===== src/sv/bldq_pkg.sv =====
// Shared codes and field widths for the bounded linked deque.
`timescale 1ns / 1ps

package bldq_pkg;

  // Field widths of one request and one answer
  localparam int VALUE_W     = 32;
  localparam int POS_W       = 6;
  localparam int KIND_W      = 2;
  localparam int STATUS_W    = 2;
  localparam int COUNT_W     = 7;
  localparam int IN_TDATA_W  = 40;
  localparam int OUT_TDATA_W = 48;

  // Request kinds
  localparam logic [KIND_W-1:0] KIND_INS_FRONT = 2'd0;
  localparam logic [KIND_W-1:0] KIND_INS_BACK  = 2'd1;
  localparam logic [KIND_W-1:0] KIND_REMOVE    = 2'd2;

  // Answer status codes
  localparam logic [STATUS_W-1:0] STATUS_DONE  = 2'd0;
  localparam logic [STATUS_W-1:0] STATUS_RANGE = 2'd1;
  localparam logic [STATUS_W-1:0] STATUS_FULL  = 2'd2;

endpackage


===== src/sv/bounded_linked_deque_with_indexed_remove_top.sv =====
// Bounded doubly linked deque with removal by position, kept in link memories.
//
// Usage: one request enters on the s_ channel (tuser carries the kind, tdata the
// value and the position) and exactly one answer leaves on the m_ channel with
// the removed value, a status and the entry count after the request.
// Requests are handled one at a time. An insert writes the new node, then links
// its neighbour before the answer register is loaded (no link step into an
// empty list); a remove at position p walks p links along the forward-link
// memory, one read per cycle from the head, then takes, unlinks and frees the
// node. A refused request (store full, position past the end, unused kind)
// goes straight to the answer. The next request is taken in the cycle after the
// answer is loaded.
// The answer sits in an output register; a new request is taken while it waits.
// If the receiver stalls, the next answer is held back until the register is
// free, and no further request is taken until then.
// Reset (synchronous, rst high) empties the list and frees every slot at once:
// slots never used are handed out in order from a fill count, so no clearing
// pass is needed and the block is ready in the first cycle after reset.
`timescale 1ns / 1ps

module bounded_linked_deque_with_indexed_remove_top
  import bldq_pkg::*;
#(
  parameter int CAPACITY = 64
) (
  input  logic                   clk,
  input  logic                   rst,
  input  logic                   s_tvalid,
  output logic                   s_tready,
  // [31:0] item_value, [37:32] position, [39:38] zero
  input  logic [IN_TDATA_W-1:0]  s_tdata,
  // [1:0] kind
  input  logic [KIND_W-1:0]      s_tuser,
  output logic                   m_tvalid,
  input  logic                   m_tready,
  // [31:0] removed_value, [33:32] status, [40:34] entry_count, [47:41] zero
  output logic [OUT_TDATA_W-1:0] m_tdata
);

  localparam int IW = (CAPACITY > 1) ? $clog2(CAPACITY) : 1;
  localparam int LW = $clog2(CAPACITY + 1);
  localparam int CW = $clog2(CAPACITY + 1);
  localparam logic [LW-1:0] NIL = LW'(CAPACITY);
  localparam logic [CW-1:0] FULL_COUNT = CW'(CAPACITY);

  localparam logic [2:0] ST_IDLE   = 3'd0;
  localparam logic [2:0] ST_INS    = 3'd1;
  localparam logic [2:0] ST_LINK   = 3'd2;
  localparam logic [2:0] ST_WALK   = 3'd3;
  localparam logic [2:0] ST_TAKE   = 3'd4;
  localparam logic [2:0] ST_UNLINK = 3'd5;
  localparam logic [2:0] ST_FREE   = 3'd6;
  localparam logic [2:0] ST_DONE   = 3'd7;

  // Node store
  logic [VALUE_W-1:0] val_mem [CAPACITY];
  logic [LW-1:0]      fwd_mem [CAPACITY];
  logic [LW-1:0]      bwd_mem [CAPACITY];

  logic [VALUE_W-1:0] val_rd;
  logic [LW-1:0]      fwd_rd;
  logic [LW-1:0]      bwd_rd;

  logic               val_we, fwd_we, bwd_we;
  logic [IW-1:0]      val_wa, fwd_wa, bwd_wa;
  logic [VALUE_W-1:0] val_wd;
  logic [LW-1:0]      fwd_wd, bwd_wd;
  logic [IW-1:0]      fwd_ra, node_ra;

  // Control and list registers
  logic [2:0]          state;
  logic [KIND_W-1:0]   kind_r;
  logic [VALUE_W-1:0]  value_r;
  logic [POS_W-1:0]    left;
  logic                step;
  logic [LW-1:0]       cur;
  logic [LW-1:0]       slot;
  logic [LW-1:0]       nbr;
  logic [LW-1:0]       first;
  logic [LW-1:0]       last;
  logic [LW-1:0]       free_head;
  logic [LW-1:0]       fresh;
  logic [CW-1:0]       count;
  logic [VALUE_W-1:0]  res_removed;
  logic [STATUS_W-1:0] res_status;

  logic [LW-1:0]       node_eff;
  logic                list_empty;
  logic                at_front;
  logic [CW+POS_W-1:0] pos_w;
  logic [CW+POS_W-1:0] cnt_w;
  logic [CW+COUNT_W-1:0] cnt_out;
  logic                out_free;

  logic [VALUE_W-1:0]  in_value;
  logic [POS_W-1:0]    in_pos;

  assign in_value = s_tdata[VALUE_W-1:0];
  assign in_pos   = s_tdata[VALUE_W+POS_W-1:VALUE_W];

  assign s_tready   = (state == ST_IDLE);
  assign node_eff   = step ? fwd_rd : cur;
  assign list_empty = (first == NIL);
  assign at_front   = (kind_r == KIND_INS_FRONT);
  assign pos_w      = (CW + POS_W)'(in_pos);
  assign cnt_w      = (CW + POS_W)'(count);
  assign cnt_out    = (CW + COUNT_W)'(count);
  assign out_free   = !m_tvalid || m_tready;

  // Forward-link read address: the free head while idle, the walking node otherwise
  assign node_ra = node_eff[IW-1:0];
  assign fwd_ra  = (state == ST_IDLE) ? free_head[IW-1:0] : node_ra;

  // Memory write steering per step
  always_comb begin
    val_we = 1'b0;
    val_wa = slot[IW-1:0];
    val_wd = value_r;
    fwd_we = 1'b0;
    fwd_wa = slot[IW-1:0];
    fwd_wd = NIL;
    bwd_we = 1'b0;
    bwd_wa = slot[IW-1:0];
    bwd_wd = NIL;
    case (state)
      ST_INS: begin
        val_we = 1'b1;
        fwd_we = 1'b1;
        bwd_we = 1'b1;
        fwd_wd = (!list_empty && at_front) ? first : NIL;
        bwd_wd = (!list_empty && !at_front) ? last : NIL;
      end
      ST_LINK: begin
        if (at_front) begin
          bwd_we = 1'b1;
          bwd_wa = nbr[IW-1:0];
          bwd_wd = slot;
        end else begin
          fwd_we = 1'b1;
          fwd_wa = nbr[IW-1:0];
          fwd_wd = slot;
        end
      end
      ST_UNLINK: begin
        fwd_we = (bwd_rd != NIL);
        fwd_wa = bwd_rd[IW-1:0];
        fwd_wd = fwd_rd;
        bwd_we = (fwd_rd != NIL);
        bwd_wa = fwd_rd[IW-1:0];
        bwd_wd = bwd_rd;
      end
      ST_FREE: begin
        fwd_we = 1'b1;
        fwd_wa = cur[IW-1:0];
        fwd_wd = free_head;
      end
      default: begin
        val_we = 1'b0;
      end
    endcase
  end

  // Value memory
  always_ff @(posedge clk) begin
    if (val_we) begin
      val_mem[val_wa] <= val_wd;
    end
    val_rd <= val_mem[node_ra];
  end

  // Forward-link memory
  always_ff @(posedge clk) begin
    if (fwd_we) begin
      fwd_mem[fwd_wa] <= fwd_wd;
    end
    fwd_rd <= fwd_mem[fwd_ra];
  end

  // Backward-link memory
  always_ff @(posedge clk) begin
    if (bwd_we) begin
      bwd_mem[bwd_wa] <= bwd_wd;
    end
    bwd_rd <= bwd_mem[node_ra];
  end

  // Sequencer and list registers
  always_ff @(posedge clk) begin
    if (rst) begin
      state     <= ST_IDLE;
      first     <= NIL;
      last      <= NIL;
      free_head <= '0;
      fresh     <= '0;
      count     <= '0;
      m_tvalid  <= 1'b0;
    end else begin
      // Drop the answer once taken, unless a new one is loaded now
      if (m_tvalid && m_tready && state != ST_DONE) begin
        m_tvalid <= 1'b0;
      end
      case (state)
        ST_IDLE: begin
          if (s_tvalid) begin
            kind_r      <= s_tuser;
            value_r     <= in_value;
            res_removed <= '0;
            cur         <= first;
            step        <= 1'b0;
            left        <= in_pos;
            slot        <= free_head;
            case (s_tuser)
              KIND_INS_FRONT, KIND_INS_BACK: begin
                if (count == FULL_COUNT) begin
                  res_status <= STATUS_FULL;
                  state      <= ST_DONE;
                end else begin
                  res_status <= STATUS_DONE;
                  state      <= ST_INS;
                end
              end
              KIND_REMOVE: begin
                if (pos_w >= cnt_w) begin
                  res_status <= STATUS_RANGE;
                  state      <= ST_DONE;
                end else if (in_pos == '0) begin
                  res_status <= STATUS_DONE;
                  state      <= ST_TAKE;
                end else begin
                  res_status <= STATUS_DONE;
                  state      <= ST_WALK;
                end
              end
              default: begin
                res_status <= STATUS_DONE;
                state      <= ST_DONE;
              end
            endcase
          end
        end
        ST_INS: begin
          // Pop the free list: untouched slots come in order from the fill count
          if (free_head == fresh) begin
            free_head <= free_head + LW'(1);
            fresh     <= fresh + LW'(1);
          end else begin
            free_head <= fwd_rd;
          end
          count <= count + CW'(1);
          if (list_empty) begin
            first <= slot;
            last  <= slot;
            state <= ST_DONE;
          end else if (at_front) begin
            nbr   <= first;
            first <= slot;
            state <= ST_LINK;
          end else begin
            nbr   <= last;
            last  <= slot;
            state <= ST_LINK;
          end
        end
        ST_LINK: begin
          state <= ST_DONE;
        end
        ST_WALK: begin
          // Advance one node per cycle through the forward links
          step <= 1'b1;
          left <= left - POS_W'(1);
          if (left == POS_W'(1)) begin
            state <= ST_TAKE;
          end
        end
        ST_TAKE: begin
          cur   <= node_eff;
          state <= ST_UNLINK;
        end
        ST_UNLINK: begin
          res_removed <= val_rd;
          if (bwd_rd == NIL) begin
            first <= fwd_rd;
          end
          if (fwd_rd == NIL) begin
            last <= bwd_rd;
          end
          count <= count - CW'(1);
          state <= ST_FREE;
        end
        ST_FREE: begin
          free_head <= cur;
          state     <= ST_DONE;
        end
        ST_DONE: begin
          // Hold the answer until the output register is free
          if (out_free) begin
            m_tvalid <= 1'b1;
            m_tdata  <= {(OUT_TDATA_W - VALUE_W - STATUS_W - COUNT_W)'(0),
                         cnt_out[COUNT_W-1:0], res_status, res_removed};
            state    <= ST_IDLE;
          end
        end
        default: begin
          state <= ST_IDLE;
        end
      endcase
    end
  end

endmodule


===== config.mk =====
export PLATFORM = sky130hd
export DESIGN_NAME = bounded_linked_deque_with_indexed_remove_top
export DESIGN_NICKNAME = d
export VERILOG_FILES = /design/src/sv/bldq_pkg.sv /design/src/sv/bounded_linked_deque_with_indexed_remove_top.sv
export SDC_FILE = /design/constraint.sdc
export NUM_CORES = 2
export LEC_CHECK = 0
export BUFFER_PORTS_ARGS = -buffer_cell sky130_fd_sc_hd__buf_4
export CAP_MARGIN = 30
export CORE_MARGIN = 5
export CORE_UTILIZATION = 44
export CTS_BUF_LIST = sky130_fd_sc_hd__clkbuf_8
export CTS_CLUSTER_DIAMETER = 200
export DETAILED_ROUTE_END_ITERATION = 8
export MAX_ROUTING_LAYER = met4
export PLACE_DENSITY = 0.69
export SYNTH_ARGS = -nofsm -noshare
export SYNTH_HDL_FRONTEND = slang
export SYNTH_SLANG_ARGS = --single-unit

===== constraint.sdc =====
create_clock -name clk -period 6.17 [get_ports clk]
set_input_delay 0.9255 -clock clk [delete_from_list [all_inputs] [get_ports clk]]
set_output_delay 0.9255 -clock clk [all_outputs]
set_load 0.03 [all_outputs]

==> reports/metrics.yaml <==
final_layout:
  synthToLayoutAreaGrowth_pct: 11.8
  final_common_cell: "edfxtp_1"
  layout_common_cells: "edfxtp_1, nand2_1, mux4_2"
  final_util_pct: 49.3
  drive_above_1_share_pct: 22.6
  fin_nets: 6823
  design_area_mm2: 0.137
route:
  first_pass_iters: 6
  vias: 63500
  drt-initial-drc-count: 7198
  final_antenna_net_count: 0
  wl_per_cell_um: 26.3
  finalWirelength_um: 285000
  via_per_inst: 5.85
  drc: 0
sta:
  setup_tns_ns: 0
  rsz0062_at_grt: "false"
  hold_violations: 0
  slew_headroom_pct: 28.7
  tightest_slew_ns: 1.05
  finalCriticalPeriod_ns: 4.57
  fin_ws_ns: 1.60
  fin_worst_skew_ns: 0.0796
  setup_viol: 0
  slew_viol_final: 0
  finalCritPeriodShare_pct: 74.1
  clock.fmax_mhz: 219
run:
  maxCapViolCount: 0
critical_path:
  worstRegToRegCells: 7
  slowest_delay_ns: 0.89
  critPathCapture: "val_mem[16][24]$_DFFE_PP_"
  regToRegStartpoint: "state[0]$_SDFFE_PP0P_"
  worst_setup_path_start_kind: "flop"
  path_class: "flop to flop"
  r2r_slack_ns: 1.60
  cp_slowest_cell: "nor2_4"
  end_kind: "flop"
  r2r-end: "val_mem[16][24]$_DFFE_PP_"
  crit_fanout: 41
  timing.critical_path.from: "state[0]$_SDFFE_PP0P_"
  arrival_ns: 5.24
  cp_cell_sequence: "nor2b_4 -> buf_4 -> nand2_1 -> nor2_1 -> nand2_1 -> nor2_4 -> buf_4"
  critPathRequiredTime_ns: 6.84
synthesis:
  syn-cell-area_mm2: 0.123
  ys_seq_area_share_pct: 76.7
  yosysWarnings: 0
  avgSynthCellArea_um2: 19.2
  synth_flop_cell: "edfxtp_1"
  synth_top_area_share_pct: 75.3
  netlist_instances: 6386
  yosysUniqueCellTypes: 75
  ys_seq_elements: 3165
  synthTopCellsByArea: "edfxtp_1, mux4_2, nand2_1"
  synth_top_area_cell: "edfxtp_1"
  async_reset_ff_share_pct: 0
  synth-edff-count: 3080
cts:
  cts_setup_buffers: 0
  cts.sinks: 3165
  h-tree-depth: 5
  clock_path_buffers: 4
  clk_pin_slew_ns: 0.07
  cts_buffers: 459
  clk_latency_ns: 1.04
  cts_tree: "built"
  clock-root-buffer: "clkbuf_8"
floorplanning:
  design.core.area_mm2: 0.279
  dieWidth_um: 538
  io_pins: 96
  start_util_pct: 44.1
  die_y_um: 538
  num_rows: 194
  die-area_mm2: 0.290
grt:
  grt_overflow: 0
  grt_antenna_before_repair: 6
  grt_max_degree: 117
  grt_pass1_wl_um: 425000
  grt_pass1_vias: 64200
  grtUsageTotal_pct: 19.9
place:
  dpl_worst_slack_ns: 1.68
  place_area_mm2: 0.129
  gp_congestion: 0.860
  io_buffers: 86
  hpwlAfterDp_um: 158000
worst_hold_path:
  min_from: "s_tdata[10]"
  holdCritPathClass: "primary input to flop"
run_status:
  outcome: "finished clean"
pwr:
  peakVddDrop_uv: 528
  power_mw: 58.6
  leakagePower_nw: 43.7
  power_density_mw_per_mm2: 427
-- what timing repair did --
item / in CTS / in global routing
endpoints found under the hold margin: 6 / 0
hold buffers: 6 / 0
gates resized for setup: 0 / 0
-- worst max-delay path: cells and delay by family (launching register included) --
family / cells / cell delay (ns)
buf+inv: 2 / 0.97
flops: 1 / 0.53
simple gates: 5 / 2.64
-- where the power goes --
part           internal, mW  total [mW]  switching (mW)
sequential             25.1        25.5           0.431
clock                  7.75        15.5            7.79
combinational          6.47        17.6            11.1
-- through the flow --
stage          hold WS (ns)  cells
2_1_floorplan         0.400   6392
3_3_place_gp          0.405   9999
3_5_place_dp          0.405  10000
4_1_cts           0.0000271  10800
5_1_grt              0.0133  10900
6_report             0.0874  10900
-- worst min-delay path by stage --
stage,depth (start not counted),slack [ns],to
floorplan,0,0.40,m_tdata[0]$_DFFE_PP_
global placement,0,0.41,m_tdata[28]$_DFFE_PP_
detailed placement,0,0.40,m_tdata[14]$_DFFE_PP_
CTS,1,0.00003,val_wd[10]$_DFFE_PP_
global route,1,0.01,val_wd[16]$_DFFE_PP_
finish,1,0.09,val_wd[10]$_DFFE_PP_
-- synth_stat cells, types with 28 or more instances --
master,number
a211oi_1,194
a21oi_1,250
a221oi_1,30
a311oi_1,85
a31oi_1,87
and2_1,152
and3_1,40
buf_2,124
buf_4,41
clkbuf_1,190
dfxtp_1,85
edfxtp_1,3080
mux2i_1,83
mux4_2,636
nand2_1,642
nor2_1,270
nor4_1,36
o22ai_1,28
-- area by class of cell --
| type | count | area [um^2] |
|---|---|---|
| flip-flops and latches | 3165 | 94200 |
| well taps | 3724 | 4660 |
| inverters | 22 | 87.6 |
| fillers | 22400 | 141000 |
| repair buffers | 300 | 2720 |
| clock inverters | 356 | 1910 |
| clock buffers | 472 | 6500 |
| multi-input cells | 2813 | 27400 |
| diodes | 4 | 10.0 |
-- registers in the layout, indices dropped and copies added (netlist names) --
| register | cells |
|---|---|
| bwd_mem | 448 |
| bwd_rd | 7 |
| count | 7 |
| cur | 7 |
| first | 7 |
| free_head | 7 |
| fresh | 7 |
| fwd_mem | 448 |
| fwd_rd | 7 |
| kind_r | 2 |
| last | 7 |
| left | 6 |
| m_tdata | 41 |
| m_tvalid | 1 |
| nbr | 6 |
| res_removed | 32 |
| res_status | 2 |
| slot | 7 |
| state | 3 |
| step | 1 |
| val_mem | 2048 |
| val_rd | 32 |
| val_wd | 32 |
-- kinds of logic (layout without fill, tap and decap cells) --
kind of cell / count (synthesis) / after routing / synth area share [%]
simple gates: 1232 / 1232 / 4.40
compound gates: 793 / 793 / 4.41
other cells: 1 / 11 / 0.00305
mux: 737 / 737 / 12.5
xor+xnor: 28 / 28 / 0.200
buf+inv: 414 / 1150 / 1.64
flops: 3165 / 3165 / 76.7
fa+ha+maj: 16 / 16 / 0.169
-- layer usage --
layer | global-route usage [%] | share of wire [%]
met4 | 6.20 | 3.3
met3 | 3.42 | 8.8
met2 | 30.5 | 48
met1 | 27.5 | 40
met5 | - | 0
No activity file was read; power rests on OpenSTA's default activity.
